[src/rtl/uer_pkg.sv]
// ---------------------------------------------------------------------------
// uer_pkg
// Types and constants for the ultrasonic echo ranger.
// ---------------------------------------------------------------------------
`timescale 1ns / 1ps

package uer_pkg;

    // Width of the trigger and echo tick counter
    localparam int TIMER_BITS = 16;
    localparam logic [TIMER_BITS-1:0] TICK_MAX = '1;

    // Wide enough to compare half the tick count against the 15-bit limit
    localparam int HALF_EXT_W = (TIMER_BITS > 15) ? TIMER_BITS : 16;

    localparam int HALF_W = 15;
    localparam int DIST_W = 16;
    localparam int WAIT_W = 16;
    localparam logic [HALF_W-1:0] HALF_MAX = '1;
    localparam logic [WAIT_W-1:0] WAIT_MAX = '1;

    // Distance scaling: floor(half * speed / 1000)
    //   = floor((product >> 3) / 125), done as a reciprocal multiply
    localparam int SPEED_W     = 10;
    localparam int PROD_W      = HALF_W + SPEED_W;
    localparam int QUOT_IN_W   = PROD_W - 3;
    localparam int RECIP_W     = 23;
    localparam int RECIP_SHIFT = 29;
    localparam logic [RECIP_W-1:0] RECIP_125 = 23'd4294968;
    localparam int SCALED_W    = QUOT_IN_W + RECIP_W;

    // Configuration port
    localparam int PADDR_W = 4;
    localparam int PDATA_W = 32;
    localparam int TRIG_W  = 8;
    localparam int TOUT_W  = 16;

    typedef enum logic [1:0] {
        REG_TRIGGER_WIDTH = 2'd0,
        REG_ECHO_TIMEOUT  = 2'd1,
        REG_SOUND_SPEED   = 2'd2
    } t_reg_idx;

    localparam logic [TRIG_W-1:0]  TRIG_WIDTH_RST  = 8'd18;
    localparam logic [TOUT_W-1:0]  ECHO_TIMEOUT_RST = 16'd12000;
    localparam logic [SPEED_W-1:0] SOUND_SPEED_RST = 10'd340;

    // Measurement sequencer
    typedef enum logic [2:0] {
        PH_IDLE      = 3'd0,
        PH_WAIT_LOW  = 3'd1,
        PH_TRIGGER   = 3'd2,
        PH_WAIT_RISE = 3'd3,
        PH_MEASURE   = 3'd4
    } t_phase;

endpackage

[src/rtl/ultrasonic_echo_ranger_core.sv]
// ---------------------------------------------------------------------------
// ultrasonic_echo_ranger_core
// Range finder sequencer: trigger pulse, echo width timing, timeout and
// distance scaling, one request per microsecond tick.
// ---------------------------------------------------------------------------
// Channel  | Handshake               | Payload
// ---------+-------------------------+-----------------------------------------
// input    | i_in_valid / o_in_stall | i_echo_level, i_start_request
// output   | o_out_valid / i_out_stall | o_trigger_out, o_busy_res, o_done_res,
//          |                         | o_timed_out, o_half_echo_us, o_distance_mm
// config   | APB (psel, penable)     | paddr, pwdata, prdata
//
// One request per cycle while the output is not stalled; each result passes the
// input register, sequencer and product, reciprocal multiply and output stages.
// Two multipliers set the depth: half * speed, then the divide by 1000.
// Synchronous active-low reset clears the sequencer, stored results and
// registers to their defaults. A stall on a held output result holds the whole
// pipeline and raises o_in_stall in the same cycle.
// ---------------------------------------------------------------------------
`timescale 1ns / 1ps

module ultrasonic_echo_ranger_core
    import uer_pkg::*;
(
    input  logic                i_clk,
    input  logic                i_rst_n,
    // request channel
    input  logic                i_in_valid,
    output logic                o_in_stall,
    input  logic                i_echo_level,
    input  logic                i_start_request,
    // result channel
    output logic                o_out_valid,
    input  logic                i_out_stall,
    output logic                o_trigger_out,
    output logic                o_busy_res,
    output logic                o_done_res,
    output logic                o_timed_out,
    output logic [HALF_W-1:0]   o_half_echo_us,
    output logic [DIST_W-1:0]   o_distance_mm,
    // configuration port
    input  logic                psel,
    input  logic                penable,
    input  logic                pwrite,
    input  logic [PADDR_W-1:0]  paddr,
    input  logic [PDATA_W-1:0]  pwdata,
    output logic [PDATA_W-1:0]  prdata,
    output logic                pready
);

    // Configuration registers
    logic [TRIG_W-1:0]  r_trig_width;
    logic [TOUT_W-1:0]  r_echo_timeout;
    logic [SPEED_W-1:0] r_sound_speed;

    // Sequencer state
    t_phase                r_phase, n_phase, s_phase_eff;
    logic [TIMER_BITS-1:0] r_tick, n_tick, s_tick_inc;
    logic [WAIT_W-1:0]     r_wait, n_wait, s_wait_inc;
    logic [HALF_W-1:0]     r_last_half, n_last_half;
    logic [DIST_W-1:0]     r_last_dist, n_last_dist;
    logic [HALF_EXT_W-1:0] s_half_ext;
    logic [HALF_W-1:0]     s_half_new;
    logic                  s_trig, s_done, s_tout, s_meas;

    // Pipeline
    logic                  s_en;
    logic                  r_v0, r_echo0, r_start0;
    logic                  r_v1, r_trig1, r_busy1, r_done1, r_tout1, r_upd1;
    logic [HALF_W-1:0]     r_half1;
    logic [PROD_W-1:0]     r_prod1;
    logic                  r_v2, r_trig2, r_busy2, r_done2, r_tout2, r_upd2;
    logic [HALF_W-1:0]     r_half2;
    logic [SCALED_W-1:0]   r_scaled2;
    logic                  r_v3, r_trig3, r_busy3, r_done3, r_tout3;
    logic [HALF_W-1:0]     r_half3;
    logic [DIST_W-1:0]     r_dist3;

    logic                  s_cfg_wr;
    logic [1:0]            s_reg_idx;

    // Advance every stage unless a held result blocks the output
    assign s_en       = !r_v3 || !i_out_stall;
    assign o_in_stall = !s_en;

    // -----------------------------------------------------------------------
    // Configuration port
    // -----------------------------------------------------------------------
    assign pready    = 1'b1;
    assign s_reg_idx = paddr[3:2];
    assign s_cfg_wr  = psel && penable && pwrite && pready;

    always_ff @(posedge i_clk) begin
        if (!i_rst_n) begin
            r_trig_width   <= TRIG_WIDTH_RST;
            r_echo_timeout <= ECHO_TIMEOUT_RST;
            r_sound_speed  <= SOUND_SPEED_RST;
        end else if (s_cfg_wr) begin
            case (s_reg_idx)
                REG_TRIGGER_WIDTH: r_trig_width   <= pwdata[TRIG_W-1:0];
                REG_ECHO_TIMEOUT:  r_echo_timeout <= pwdata[TOUT_W-1:0];
                REG_SOUND_SPEED:   r_sound_speed  <= pwdata[SPEED_W-1:0];
                default: ;
            endcase
        end
    end

    always_comb begin
        case (s_reg_idx)
            REG_TRIGGER_WIDTH: prdata = PDATA_W'(r_trig_width);
            REG_ECHO_TIMEOUT:  prdata = PDATA_W'(r_echo_timeout);
            REG_SOUND_SPEED:   prdata = PDATA_W'(r_sound_speed);
            default:           prdata = '0;
        endcase
    end

    // -----------------------------------------------------------------------
    // Stage 0: input register
    // -----------------------------------------------------------------------
    always_ff @(posedge i_clk) begin
        if (!i_rst_n) begin
            r_v0 <= 1'b0;
        end else if (s_en) begin
            r_v0 <= i_in_valid;
        end
    end

    always_ff @(posedge i_clk) begin
        if (s_en) begin
            r_echo0  <= i_echo_level;
            r_start0 <= i_start_request;
        end
    end

    // -----------------------------------------------------------------------
    // Sequencer: next state and per-tick flags
    // -----------------------------------------------------------------------
    // Fold unused phase codes into idle
    always_comb begin
        case (r_phase)
            PH_IDLE, PH_WAIT_LOW, PH_TRIGGER, PH_WAIT_RISE, PH_MEASURE:
                s_phase_eff = r_phase;
            default:
                s_phase_eff = PH_IDLE;
        endcase
    end

    assign s_tick_inc = (r_tick == TICK_MAX) ? r_tick : r_tick + 1'b1;
    assign s_wait_inc = (r_wait == WAIT_MAX) ? r_wait : r_wait + 1'b1;

    // Halve the echo count and clamp it to the result field
    assign s_half_ext = HALF_EXT_W'(r_tick >> 1);
    assign s_half_new = (s_half_ext > HALF_EXT_W'(HALF_MAX)) ? HALF_MAX
                                                              : s_half_ext[HALF_W-1:0];

    always_comb begin
        n_phase     = s_phase_eff;
        n_tick      = r_tick;
        n_wait      = r_wait;
        n_last_half = r_last_half;
        s_trig      = 1'b0;
        s_done      = 1'b0;
        s_tout      = 1'b0;
        s_meas      = 1'b0;
        case (s_phase_eff)
            PH_IDLE: begin
                if (r_start0) begin
                    n_tick  = '0;
                    n_phase = r_echo0 ? PH_WAIT_LOW : PH_TRIGGER;
                end
            end
            PH_WAIT_LOW: begin
                if (!r_echo0) begin
                    n_tick  = '0;
                    n_phase = PH_TRIGGER;
                end
            end
            PH_TRIGGER: begin
                s_trig = 1'b1;
                n_tick = s_tick_inc;
                if (s_tick_inc >= TIMER_BITS'(r_trig_width)) begin
                    n_wait  = '0;
                    n_tick  = '0;
                    n_phase = PH_WAIT_RISE;
                end
            end
            PH_WAIT_RISE, PH_MEASURE: begin
                n_wait = s_wait_inc;
                if (s_phase_eff == PH_MEASURE && !r_echo0) begin
                    // falling edge wins over a timeout on the same tick
                    n_last_half = s_half_new;
                    s_meas      = 1'b1;
                    s_done      = 1'b1;
                    n_phase     = PH_IDLE;
                end else begin
                    if (r_echo0) begin
                        if (s_phase_eff == PH_WAIT_RISE) begin
                            n_tick  = TIMER_BITS'(1);
                            n_phase = PH_MEASURE;
                        end else begin
                            n_tick = s_tick_inc;
                        end
                    end
                    if (s_wait_inc >= r_echo_timeout) begin
                        s_done  = 1'b1;
                        s_tout  = 1'b1;
                        n_phase = PH_IDLE;
                    end
                end
            end
            default: n_phase = PH_IDLE;
        endcase
    end

    // Commit sequencer state once per accepted tick
    always_ff @(posedge i_clk) begin
        if (!i_rst_n) begin
            r_phase     <= PH_IDLE;
            r_tick      <= '0;
            r_wait      <= '0;
            r_last_half <= '0;
        end else if (r_v0 && s_en) begin
            r_phase     <= n_phase;
            r_tick      <= n_tick;
            r_wait      <= n_wait;
            r_last_half <= n_last_half;
        end
    end

    // -----------------------------------------------------------------------
    // Stage 1: flags and half * speed
    // -----------------------------------------------------------------------
    always_ff @(posedge i_clk) begin
        if (!i_rst_n) begin
            r_v1 <= 1'b0;
        end else if (s_en) begin
            r_v1 <= r_v0;
        end
    end

    always_ff @(posedge i_clk) begin
        if (s_en) begin
            r_trig1 <= s_trig;
            r_busy1 <= (n_phase != PH_IDLE);
            r_done1 <= s_done;
            r_tout1 <= s_tout;
            r_upd1  <= s_meas;
            r_half1 <= n_last_half;
            r_prod1 <= PROD_W'(s_half_new) * PROD_W'(r_sound_speed);
        end
    end

    // -----------------------------------------------------------------------
    // Stage 2: divide by 1000 as (product >> 3) * ceil(2^29 / 125)
    // -----------------------------------------------------------------------
    always_ff @(posedge i_clk) begin
        if (!i_rst_n) begin
            r_v2 <= 1'b0;
        end else if (s_en) begin
            r_v2 <= r_v1;
        end
    end

    always_ff @(posedge i_clk) begin
        if (s_en) begin
            r_trig2   <= r_trig1;
            r_busy2   <= r_busy1;
            r_done2   <= r_done1;
            r_tout2   <= r_tout1;
            r_upd2    <= r_upd1 && r_v1;
            r_half2   <= r_half1;
            r_scaled2 <= SCALED_W'(r_prod1[PROD_W-1:3]) * SCALED_W'(RECIP_125);
        end
    end

    // -----------------------------------------------------------------------
    // Stage 3: output register and stored distance
    // -----------------------------------------------------------------------
    // Keep the previous distance unless a measurement completed
    assign n_last_dist = r_upd2 ? r_scaled2[RECIP_SHIFT +: DIST_W] : r_last_dist;

    always_ff @(posedge i_clk) begin
        if (!i_rst_n) begin
            r_v3        <= 1'b0;
            r_last_dist <= '0;
        end else if (s_en) begin
            r_v3 <= r_v2;
            if (r_v2) begin
                r_last_dist <= n_last_dist;
            end
        end
    end

    always_ff @(posedge i_clk) begin
        if (s_en) begin
            r_trig3 <= r_trig2;
            r_busy3 <= r_busy2;
            r_done3 <= r_done2;
            r_tout3 <= r_tout2;
            r_half3 <= r_half2;
            r_dist3 <= n_last_dist;
        end
    end

    assign o_out_valid    = r_v3;
    assign o_trigger_out  = r_trig3;
    assign o_busy_res     = r_busy3;
    assign o_done_res     = r_done3;
    assign o_timed_out    = r_tout3;
    assign o_half_echo_us = r_half3;
    assign o_distance_mm  = r_dist3;

endmodule

[config.mk]
export PLATFORM = sky130hd
export DESIGN_NAME = ultrasonic_echo_ranger_core
export DESIGN_NICKNAME = d
export VERILOG_FILES = /design/src/rtl/uer_pkg.sv /design/src/rtl/ultrasonic_echo_ranger_core.sv
export SDC_FILE = /design/constraint.sdc
export NUM_CORES = 1
export LEC_CHECK = 0
export BUFFER_PORTS_ARGS = -buffer_cell sky130_fd_sc_hd__buf_2
export CAP_MARGIN = 20
export CELL_PAD_IN_SITES_DETAIL_PLACEMENT = 0
export CELL_PAD_IN_SITES_GLOBAL_PLACEMENT = 2
export CORE_MARGIN = 10
export CORE_UTILIZATION = 44
export DETAILED_ROUTE_END_ITERATION = 12
export PLACE_DENSITY_LB_ADDON = 0.25
export SLEW_MARGIN = 20
export SYNTH_ARGS = -nofsm -noshare
export SYNTH_HDL_FRONTEND = slang
export SYNTH_SLANG_ARGS = --single-unit
[constraint.sdc]
create_clock -name i_clk -period 8.55 [get_ports i_clk]
set_input_delay 0.4275 -clock i_clk [delete_from_list [all_inputs] [get_ports i_clk]]
set_output_delay 0.4275 -clock i_clk [all_outputs]
set_load 0.005 [all_outputs]
=== After elaboration in Yosys (flattened, before gate mapping) ===
Cells that the tools add are included.

* Add/sub/neg operators: 2
* Multipliers: 2
* Div/mod/pow operators: 0
* Magnitude comparators: 3
* Eq/ne operators: 17
* Shifts and indexed selects: 0
* Mux-type cells: 30
* Bitwise gates (word level): 1
* Reduce and logical (&&, ||, !) cells: 25

{| class="wikitable"
|+ Operators with widths
! operator !! number
|-
| $mux 16 || 10
|-
| $pmux 16 s4 || 1
|-
| $pmux 16 s3 || 1
|-
| $mux 15 || 3
|-
| $mul 22x20->42 const B || 1
|-
| $add 16x1->16 const B || 2
|-
| $eq 16x16->1 const B || 2
|-
| $pmux 16 s2 || 1
|-
| $mul 15x10->25 || 1
|-
| $mux 3 || 8
|-
| $ge 16x16->1 || 1
|-
| $ge 16x8->1 || 1
|-
| $gt 15x15->1 const B || 1
|-
| $eq 3x2->1 const B || 4
|-
| $pmux 3 s4 || 1
|-
| $ne 2x2->1 const B || 5
|-
| $reduce_and 2->1 || 4
|-
| $eq 3x1->1 const B || 2
|-
| $eq 3x3->1 const B || 2
|-
| $logic_not 3->1 || 2
|-
| $reduce_and 6->1 || 1
|-
| $logic_and 1x1->1 || 5
|-
| $reduce_or 5->1 || 1
|-
| $logic_not 1->1 || 4
|-
| other kinds (12) || 16
|}

* Bits in registers: 248
* Latch bits: 0
* Memory bits (writable): 0
* ROM bits: 0
* Bits of input ports: 45
* Output and inout port bits: 70
* Word-level logic and storage cells: 114
* Memories: 0

=== Depth between registers and ports, before layout ===
Gate-level depths: netlist (run 1).

* Depth after elaboration: 10
* Mapped depth: 22
* Gate-level depth less buffers: 20

=== Worst setup path before layout (run 1) ===
Ideal clock, no wire load.

* Kind: register to register
* Start: reg r_tick[2]
* End: reg r_prod1[20] (data pin)
* Library setup time: 0.259 ns
* Data arrival time: 5.523 ns
* Required time: 8.291 ns
* Setup slack: 2.768 ns
* Cell stages (with the launch flop): 20
* Buffers on the path: 2
* Clock period less this slack: 5.782 ns
* Cells stage by stage: dfxtp_1 clkbuf_1 clkbuf_1 nand2_1 fa_1 fa_1 inv_1 fa_1 fa_1 inv_1 fa_1 inv_1 ha_1 a21oi_1 or3b_2 a41o_1 a41oi_1 o21ai_0 a41oi_1 xnor2_1

* Cells in the longest elaborated chain, start to end: 3

{| class="wikitable"
|+ Ends and longest elaborated chain
! element !! line !! text
|-
| start: declaration || ultrasonic_echo_ranger_core.sv:58 || <nowiki>logic [TIMER_BITS-1:0] r_tick, n_tick, s_tick_inc;</nowiki>
|-
| start signal: assignment || ultrasonic_echo_ranger_core.sv:224 || <nowiki>r_tick <= n_tick;</nowiki>
|-
| $gt 15x15->1 || ultrasonic_echo_ranger_core.sv:153 || <nowiki>assign s_half_new = (s_half_ext > HALF_EXT_W'(HALF_MAX)) ? HALF_MAX</nowiki>
|-
| $mux 15 * || ultrasonic_echo_ranger_core.sv:153 ||
|-
| $mul 15x10->25 * || ultrasonic_echo_ranger_core.sv:249 || <nowiki>r_prod1 <= PROD_W'(s_half_new) * PROD_W'(r_sound_speed);</nowiki>
|-
| end signal: assignment || ultrasonic_echo_ranger_core.sv:249 ||
|-
| end: declaration || ultrasonic_echo_ranger_core.sv:71 || <nowiki>logic [PROD_W-1:0] r_prod1;</nowiki>
|}

Every way passes the cells marked *; elsewhere a longest branch is shown, timed or not.
A chain may end at the register's enable or synchronous reset.

=== Worst setup path after layout (run 1) ===
* Start: reg r_prod1[5]
* End: reg r_scaled2[38] (data pin)

* Cells in the longest elaborated chain, start to end: 1

{| class="wikitable"
|+ Ends and longest elaborated chain
! element !! line !! text
|-
| $mul 22x20->42 || ultrasonic_echo_ranger_core.sv:272 || <nowiki>r_scaled2 <= SCALED_W'(r_prod1[PROD_W-1:3]) * SCALED_W'(RECIP_125);</nowiki>
|-
| end signal: assignment || ultrasonic_echo_ranger_core.sv:272 ||
|-
| end: declaration || ultrasonic_echo_ranger_core.sv:74 || <nowiki>logic [SCALED_W-1:0] r_scaled2;</nowiki>
|}

No other way between the ends.

==> results of run 1 <==
==> path summary, 6_finish.rpt <==
kind	endpoint	slack [ps]	cells past startpoint
max reg2reg	r_scaled2[38]$_DFFE_PN_	2040	19
min	r_echo0$_DFFE_PN_	50	1
max	r_scaled2[38]$_DFFE_PN_	2040	19
min reg2reg	r_half2[6]$_DFFE_PN_	410	0
==> layer usage <==
| layer | routed length (um) | track usage (%) | share of wire (%) | vias to the layer above |
|---|---|---|---|---|
| met5 | 16 | 0 | 0.034 | - |
| met4 | 629 | 2.92 | 1.3 | 2 |
| met3 | 1700 | 2.46 | 3.6 | 51 |
| met2 | 21200 | 26.7 | 45 | 194 |
| met1 | 23900 | 25.1 | 50 | 7018 |
| li1 | - | - | - | 6938 |
==> state kept, by name, indices dropped and copies added, names as in the netlist, 16 cells and up <==
signal and count:
r_prod1 22, r_wait 16, r_last_dist 16, r_tick 16, o_distance_mm 16, r_scaled2 16, r_echo_timeout 16
==> kinds of logic after synthesis <==
family	after synthesis	share of synthesized area [%]
AND/OR/NAND/NOR	557	13.4
flip-flops	219	27.3
adder cells (fa/ha/maj)	462	35.8
buffers and inverters	453	8.77
XOR/XNOR	52	2.24
multiplexers	58	3.04
other	2	0.0370
AO/OA/AOI/OAI	285	9.48
==> worst register-to-register path: stages, from the launching register on <==
cell and delay [ps]:
edfxtp_1 570, ha_1 370, ha_1 170, inv_1 60, fa_1 360, inv_1 90
fa_1 410, fa_1 550, inv_1 50, fa_1 500, inv_1 60, fa_1 450
ha_1 340, a21o_1 190, a311oi_1 390, o2111ai_1 270, a21oi_1 490, a21oi_1 190
or4b_2 630, o311ai_0 140
==> cell type report <==
class                      instances  share of cell area [%]
clock inverter                    18                    1.16
clock buffer                      26                    2.80
timing repair buffer              93                    2.27
sequential                       219                    25.1
tap                              600                    3.40
multi-input combinational       1431                    59.2
inverter                         358                    6.09
==> per-stage QoR <==
step / setup slack [ps] / utilization (%) / instance area [um^2]
after floorplan: 2770 / - / 20400
after global placement: 2190 / 46.6 / 21200
after detailed placement: 2060 / 46.6 / 21200
after CTS: 2000 / 48.5 / 22100
after global routing: 1630 / 48.6 / 22100
final: 2040 / 48.6 / 22100
==> cell usage in the layout (no fill, tap or decap), types with 15 or more instances in the layout <==
| master | instances |
|---|---|
| xnor2_1 | 35 |
| inv_1 | 358 |
| clkbuf_16 | 24 |
| nor3_1 | 15 |
| nor2b_1 | 38 |
| a21oi_1 | 58 |
| mux2_2 | 30 |
| o21ai_0 | 45 |
| fa_1 | 199 |
| nor2_1 | 56 |
| nand2_1 | 246 |
| and2_1 | 84 |
| a22oi_1 | 15 |
| a21o_1 | 28 |
| buf_2 | 79 |
| a21boi_0 | 43 |
| edfxtp_1 | 115 |
| dfxtp_1 | 104 |
| nand4_1 | 24 |
| conb_1 | 17 |
| mux2i_1 | 28 |
| ha_1 | 263 |
| nand3_1 | 31 |
| xor2_1 | 17 |
==> power by group through the flow <==
stage | logic, mW | clock network, mW | registers [mW]
after floorplan | 0.120 | 0 | 1.15
after global placement | 0.164 | 0 | 1.16
after detailed placement | 0.165 | 0 | 1.17
after CTS | 0.167 | 1.18 | 1.14
after global routing | 0.189 | 1.23 | 1.14
final | 0.165 | 1.16 | 1.14
==> impl_metrics.env, run 1 <==
export IMPL_ios=115
export IMPL_wl_per_cell_um=17.3
export IMPL_whs_ps=50.0
export IMPL_leakagePower_nw=11.2
export IMPL_power_density_nw_per_um2=112
export IMPL_critPathMostFrequentCell="fa_1"
export IMPL_viasPerCell=5.17
export IMPL_required_ps=8870
export IMPL_postRouteWirelength_um=47500
export IMPL_cts_buffers=24
export IMPL_dp_cells=2701
export IMPL_grt_pass1_wl_um=78500
export IMPL_finalSetupViolCount=0
export IMPL_dp_hpwl_um=37000
export IMPL_hold_viol_final=0
export IMPL_drt_first_pass_iters=5
export IMPL_cap_violations=0
export IMPL_synth_warning_count=0
export IMPL_slew_headroom_pct=32.9
export IMPL_die_y_um=235
export IMPL_cp_top_family="adder cells"
export IMPL_design_die_area_um2=55200
export IMPL_p_int_mw=1.87
export IMPL_drt_iter0_markers=881
export IMPL_htree_num_levels=1
export IMPL_synth_common_cells="inv_1 (358), ha_1 (263), nand2_1 (247), fa_1 (199), edfxtp_1 (115)"
export IMPL_swShare_pct=24.1
export IMPL_clockPowerShare_pct=47.0
export IMPL_fin_crit_sh_pct=76.2
export IMPL_fmax_mhz=154
export IMPL_drc=0
export IMPL_path_class="flip-flop to flip-flop"
export IMPL_synth_edf_count=115
export IMPL_p_total_mw=2.46
export IMPL_rsz0062_at_grt="no"
export IMPL_ys_flop_type="edfxtp_1"
export IMPL_nets=2634
export IMPL_place_gp_congestion=0.835
export IMPL_grt_pass1_vias=14500
export IMPL_ys_top_cells_by_area="fa_1 (20%), edfxtp_1 (17%), ha_1 (16%), dfxtp_1 (10%), inv_1 (6.6%)"
export IMPL_drive_above_1_share_pct=8.62
export IMPL_crit_buf_inv=4
export IMPL_core_um2=45500
export IMPL_synth_top_cell_by_area="fa_1"
export IMPL_antenna_found_initial=1
export IMPL_r2r_start="r_prod1[5]$_DFFE_PN_"
export IMPL_grt_max_degree=81
export IMPL_ant_nets=0
export IMPL_slowest_stage="or4b_2"
export IMPL_num_fill_cells=4390
export IMPL_ctsResizeCount=0
export IMPL_startpoint_type="flip-flop"
export IMPL_finalNonFillerCells=2745
export IMPL_setup_tns_ps=0
export IMPL_hp_class="input pin to flip-flop"
export IMPL_worstHoldStart="i_echo_level"
export IMPL_yosysMostFrequentCell="inv_1"
export IMPL_seqCellArea_um2=5540
export IMPL_synth_top_area_share_pct=19.6
export IMPL_synth_seq_cells=219
export IMPL_ir_drop_v=0.000122
export IMPL_slowest_delay_ps=630
export IMPL_cts_root_buf="clkbuf_16"
export IMPL_grt_use_total_pct=17.2
export IMPL_rows=78
export IMPL_vias=14200
export IMPL_ys_seq_area_share_pct=27.3
export IMPL_io_buffers=79
export IMPL_crit_fanout=6
export IMPL_drv_slew=0
export IMPL_synth_cell_types=65
export IMPL_cts_tree="built"
export IMPL_cts_setup_buffers=0
export IMPL_start_util_pct=44.7
export IMPL_area_delta_synth_final_pct=8.73
export IMPL_crit_chain="ha_1 -> ha_1 -> inv_1 -> fa_1 -> inv_1 -> fa_1 -> fa_1 -> inv_1 -> fa_1 -> inv_1 -> fa_1 -> ha_1 -> a21o_1 -> a311oi_1 -> o2111ai_1 -> a21oi_1 -> a21oi_1 -> or4b_2 -> o311ai_0"
export IMPL_clk_latency_ps=560
export IMPL_die_w_um=235
export IMPL_cts_sinks=219
export IMPL_clk_pin_slew_ps=80
export IMPL_grt_remaining_overflow=0
export IMPL_multi_input_area_um2=13100
export IMPL_worstMarginPinSlew_ps=1010
export IMPL_netlist_area_um2=20300
export IMPL_crit_arrival_ps=6830
export IMPL_endpoint_kind="flip-flop"
export IMPL_avgSynthCellArea_um2=9.73
export IMPL_clockBufferDepth=3
export IMPL_clock_skew_ps=26.4
export IMPL_period_needed_ps=6510
export IMPL_async_flop_share_pct=0
export IMPL_outcome="finished clean"
export IMPL_synth_cells=2088
export IMPL_p_seq_share_pct=46.3
export IMPL_cts_hold_fix_buffers=0
export IMPL_antenna_cells=0
export IMPL_p_comb_share_pct=6.7
export IMPL_startpoint="r_prod1[5]$_DFFE_PN_"
export IMPL_switching_power_uw=594
No activity file was read; power rests on OpenSTA's default activity.
==> run 2, diff against run 1 <==
ABC_AREA = 1   (was unset)
CORE_UTILIZATION = 39   (was 44)
clock period = 6.61 ns   (was 8.55 ns; I/O delays follow)
==> impl_metrics.env, run 2 <==
export IMPL_outcome="finished clean"
export IMPL_synth_cell_types=48
export IMPL_area_delta_synth_final_pct=9.27
export IMPL_clockBufferDepth=3
export IMPL_yosysMostFrequentCell="inv_1"
export IMPL_async_flop_share_pct=0
export IMPL_rows=84
export IMPL_hp_class="input pin to flip-flop"
export IMPL_grt_remaining_overflow=0
export IMPL_cts_tree="built"
export IMPL_power_density_nw_per_um2=147
export IMPL_antenna_cells=0
export IMPL_fmax_mhz=177
export IMPL_slowest_delay_ps=600
export IMPL_dp_slack_ps=910
export IMPL_largest_reg_flops=22
export IMPL_worstMarginPinSlew_ps=960
export IMPL_design_die_area_um2=63300
export IMPL_synth_cells=2513
export IMPL_hold_viol_final=0
export IMPL_clk_pin_slew_ps=60
export IMPL_cts_root_buf="clkbuf_16"
export IMPL_ys_flop_type="edfxtp_1"
export IMPL_path_class="flip-flop to flip-flop"
export IMPL_drt_first_pass_iters=5
export IMPL_dp_cells=3219
export IMPL_ir_drop_v=0.000161
export IMPL_synth_top_family_by_area="adder cells"
export IMPL_synth_edf_count=115
export IMPL_synth_warning_count=0
export IMPL_drv_slew=0
export IMPL_wl_per_cell_um=16.6
export IMPL_startpoint_type="flip-flop"
export IMPL_leakagePower_nw=12.6
export IMPL_io_buffers=79
export IMPL_synthAdderAreaFrac_pct=34.8
export IMPL_yosys_area_share_simple_pct=14.8
export IMPL_layout_common_cells="inv_1 (572), nand2_1 (464), ha_1 (263)"
export IMPL_slowest_stage="edfxtp_1"
export IMPL_reg2reg_depth=19
export IMPL_start_util_pct=39.6
export IMPL_drt_iter0_markers=935
export IMPL_netlist_area_um2=20900
export IMPL_die_y_um=252
export IMPL_p_total_mw=3.37
export IMPL_final_cell_area_um2=22900
export IMPL_setup_tns_ps=0
export IMPL_ys_seq_area_share_pct=26.5
export IMPL_cts_sinks=219
export IMPL_ys_top_cells_by_area="fa_1 (19%), edfxtp_1 (17%), ha_1 (16%), inv_1 (10%), dfxtp_1 (10%)"
export IMPL_slew_headroom_pct=36.0
export IMPL_crit_arrival_ps=5920
export IMPL_die_w_um=252
export IMPL_synth_top_cell_by_area="fa_1"
export IMPL_core_um2=52900
export IMPL_endpoint_kind="flip-flop"
export IMPL_largest_register="r_prod1"
export IMPL_hold_path_depth=3
export IMPL_grt_max_degree=71
export IMPL_synth_compound_area_share_pct=9.03
export IMPL_critPathMostFrequentCell="fa_1"
export IMPL_period_needed_ps=5640
export IMPL_antenna_found_initial=0
export IMPL_cts_buffers=26
export IMPL_ios=115
export IMPL_grt_pass1_vias=16200
export IMPL_finalSetupViolCount=0
export IMPL_finalNonFillerCells=3271
export IMPL_grt_pass1_wl_um=87800
export IMPL_grt_use_total_pct=17.2
export IMPL_ctsResizeCount=0
export IMPL_synth_seq_cells=219
export IMPL_htree_num_levels=1
export IMPL_final_common_cell="inv_1"
export IMPL_avgSynthCellArea_um2=8.32
export IMPL_synth_common_cells="inv_1 (572), nand2_1 (467), ha_1 (263), fa_1 (199), nor2_1 (165)"
export IMPL_rsz0062_at_grt="no"
export IMPL_clk_latency_ps=540
export IMPL_drc=0
export IMPL_drive_above_1_share_pct=6.31
export IMPL_crit_chain="ha_1 -> ha_1 -> inv_1 -> fa_1 -> inv_1 -> fa_1 -> inv_1 -> fa_1 -> fa_1 -> inv_1 -> fa_1 -> ha_1 -> a21oi_1 -> o21ai_0 -> o21ai_0 -> nand3b_1 -> nand2_1 -> nand3_1 -> and2_1"
export IMPL_fin_util_pct=43.2
export IMPL_viasPerCell=4.86
export IMPL_synthXorXnorAreaFrac_pct=2.30
export IMPL_vias=15900
export IMPL_crit_fanout=6
export IMPL_nets=3070
export IMPL_setup_ws_ps=972
export IMPL_whs_ps=20.8
export IMPL_synth_top_area_share_pct=19.0
export IMPL_clock_skew_ps=15.5
export IMPL_placedInstanceArea_um2=21900
export IMPL_synthMuxAreaShare_pct=0
export IMPL_ant_nets=0
export IMPL_dp_hpwl_um=43300
export IMPL_postRouteWirelength_um=54100
export IMPL_cap_violations=0
export IMPL_required_ps=6890
export IMPL_fin_crit_sh_pct=85.3
export IMPL_place_gp_congestion=0.908
run 2: worst max-delay path: cells and delay by family, from the launching register on:
kind	cells	cell delay, ps
AND/OR/NAND/NOR	4	660
AO/OA/AOI/OAI	3	580
adder cells (fa/ha/maj)	8	3280
buffers and inverters	4	250
flip-flops	1	600
run 2: report_power, final:
| group | switching (mW) | internal, mW | total [mW] |
|---|---|---|---|
| clock | 0.572 | 0.886 | 1.46 |
| sequential | 0.0450 | 1.51 | 1.56 |
| combinational | 0.222 | 0.128 | 0.350 |
run 2: cell families after synthesis:
kind of cell,Yosys count
other cells,2
flops,219
simple gates,755
fa+ha+maj,462
xor+xnor,55
compound gates,349
buf+inv,671
run 2: final cells by class:
cell class                      count  area [um^2]
Sequential cell                   219         5540
Clock buffer                       35          726
Clock inverter                     13          149
Tap cell                          688          861
Multi-Input combinational cell   1638        12800
Inverter                          576         2160
Fill cell                        5352        30000
Timing Repair Buffer              102          598
run 2: worst paths after layout:
kind                             end  slack [ps]                   from
max          r_scaled2[44]$_DFFE_PN_         970  r_prod1[10]$_DFFE_PN_
min                r_v0$_SDFFE_PN0N_          20             i_in_valid
max reg2reg  r_scaled2[44]$_DFFE_PN_         970  r_prod1[10]$_DFFE_PN_
min reg2reg     r_half2[6]$_DFFE_PN_         420   r_half1[6]$_DFFE_PN_
run 2: routing by layer:
layer / up-vias / wire length (um) / GRT usage, %
met4: 0 / 1060 / 3.36
met3: 56 / 1790 / 1.97
met5: - / 0 / 0
li1: 7941 / - / -
met1: 7668 / 25500 / 23.2
met2: 235 / 25800 / 29.4
run 2: repair_timing:
item | CTS | global route
hold buffers | 4 | 0
endpoints found under the hold margin | 4 | 0
setup buffers | 0 | 0
==> run 3, diff against run 2 <==
PLACE_DENSITY_LB_ADDON = 0.1   (was 0.25)
==> impl_metrics.env, run 3 (same netlist as run 2, synthesis figures left out) <==
export IMPL_grt_remaining_overflow=0
export IMPL_startpoint_type="flip-flop"
export IMPL_grt_use_total_pct=17.7
export IMPL_core_um2=52900
export IMPL_fmax_mhz=179
export IMPL_setup_tns_ps=0
export IMPL_outcome="finished clean"
export IMPL_antenna_cells=0
export IMPL_r2r_start="r_tick[7]$_SDFFE_PN0P_"
export IMPL_rsz0062_at_grt="no"
export IMPL_leakagePower_nw=12.6
export IMPL_dp_slack_ps=947
export IMPL_rows=84
export IMPL_cts_setup_buffers=0
export IMPL_clk_pin_slew_ps=60
export IMPL_cts_sinks=219
export IMPL_drv_slew=0
export IMPL_ios=115
export IMPL_io_buffers=79
export IMPL_hold_viol_final=0
export IMPL_fin_crit_sh_pct=84.4
export IMPL_htree_num_levels=1
export IMPL_grt_pass1_wl_um=89800
export IMPL_startpoint="r_tick[7]$_SDFFE_PN0P_"
export IMPL_drive_above_1_share_pct=6.64
export IMPL_drc=0
export IMPL_dp_hpwl_um=44500
export IMPL_whs_ps=37.9
export IMPL_place_gp_congestion=0.890
export IMPL_crit_fanout=15
export IMPL_wl_per_cell_um=16.8
export IMPL_period_needed_ps=5580
export IMPL_critPathCapture="r_prod1[14]$_DFFE_PN_"
export IMPL_reg2reg_depth=19
export IMPL_crit_arrival_ps=5870
export IMPL_cts_root_buf="clkbuf_16"
export IMPL_regToRegEndpoint="r_prod1[14]$_DFFE_PN_"
export IMPL_setup_ws_ps=1030
export IMPL_worstMarginPinSlew_ps=966
export IMPL_p_total_mw=3.32
export IMPL_drt_first_pass_iters=5
export IMPL_slew_headroom_pct=35.4
export IMPL_endpoint_kind="flip-flop"
export IMPL_antenna_found_initial=0
export IMPL_final_cell_area_um2=22900
export IMPL_final_common_cell="inv_1"
export IMPL_die_y_um=252
export IMPL_vias=15800
export IMPL_cap_violations=0
export IMPL_grt_pass1_vias=16400
export IMPL_hp_class="input pin to flip-flop"
export IMPL_drt_iter0_markers=776
export IMPL_num_fill_cells=5464
export IMPL_finalSetupViolCount=0
export IMPL_cts_hold_fix_buffers=3
export IMPL_clock_skew_ps=30.2
export IMPL_design_die_area_um2=63300
export IMPL_power_density_nw_per_um2=145
export IMPL_layout_common_cells="inv_1 (572), nand2_1 (464), ha_1 (263)"
export IMPL_nets=3076
export IMPL_grt_max_degree=71
export IMPL_path_class="flip-flop to flip-flop"
export IMPL_largest_register="r_prod1"
export IMPL_cts_tree="built"
export IMPL_viasPerCell=4.81
export IMPL_clockBufferDepth=3
export IMPL_ant_nets=0
export IMPL_ir_drop_v=0.000215
export IMPL_clk_latency_ps=550
export IMPL_required_ps=6900
export IMPL_die_w_um=252
export IMPL_regToRegSetupSlack_ps=1030
export IMPL_ctsResizeCount=0
export IMPL_postRouteWirelength_um=55100
export IMPL_placedInstanceArea_um2=22000
export IMPL_largest_reg_flops=22
export IMPL_start_util_pct=39.6
export IMPL_cts_buffers=26
export IMPL_area_delta_synth_final_pct=9.36
run 3: critical path: stages (launching register included):
cell and delay [ps]:
dfxtp_1 860, nand2_1 170, fa_1 520, inv_1 50, fa_1 450, ha_1 330
fa_1 540, inv_1 60, fa_1 520, inv_1 40, ha_1 370, a21oi_1 150
nand2_1 60, a21oi_1 380, nor2_1 80, nor2_1 240, o21ai_0 170, nand3_1 100
nand2_1 60, xor2_1 150
run 3: worst min-delay path by stage:
stage	start	endpoint	slack, ps	depth (start not counted)
global placement	r_half2[1]$_DFFE_PN_	o_half_echo_us[1]$_DFFE_PN_	400	0
CTS	pwdata[10]	r_echo_timeout[10]$_SDFFE_PN1P_	10	3
floorplan	r_busy2$_DFFE_PN_	o_busy_res$_DFFE_PN_	400	0
detailed placement	r_half2[6]$_DFFE_PN_	o_half_echo_us[6]$_DFFE_PN_	410	0
finish	pwdata[10]	r_echo_timeout[10]$_SDFFE_PN1P_	40	3
global route	pwdata[10]	r_echo_timeout[10]$_SDFFE_PN1P_	30	3
run 3: per-layer routing:
layer	global-route usage (%)	vias to the layer above	share of wire, %
li1	-	7944	-
met1	23.3	7543	46
met2	31.1	219	49
met3	1.83	50	3.1
met4	3.17	0	1.7
met5	0	-	0
run 3: final cells by class:
class	instances	area, um^2	share of cell area, %
repair buffers	108	641	2.80
inverters	576	2160	9.46
clock buffers	35	756	3.30
clock inverters	13	96.3	0.421
well taps	688	861	3.76
flip-flops and latches	219	5540	24.2
multi-input cells	1638	12800	56.0
run 3: power breakdown:
group	switching (mW)	internal (mW)	total, mW
combinational	0.223	0.128	0.351
clock	0.570	0.839	1.41
sequential	0.0444	1.51	1.56
run 3: through the flow:
step | std cells | util, %
after floorplan | 2528 | -
after global placement | 3225 | 41.5
after detailed placement | 3226 | 41.6
after CTS | 3277 | 43.3
after global routing | 3277 | 43.3
final | 3277 | 43.3
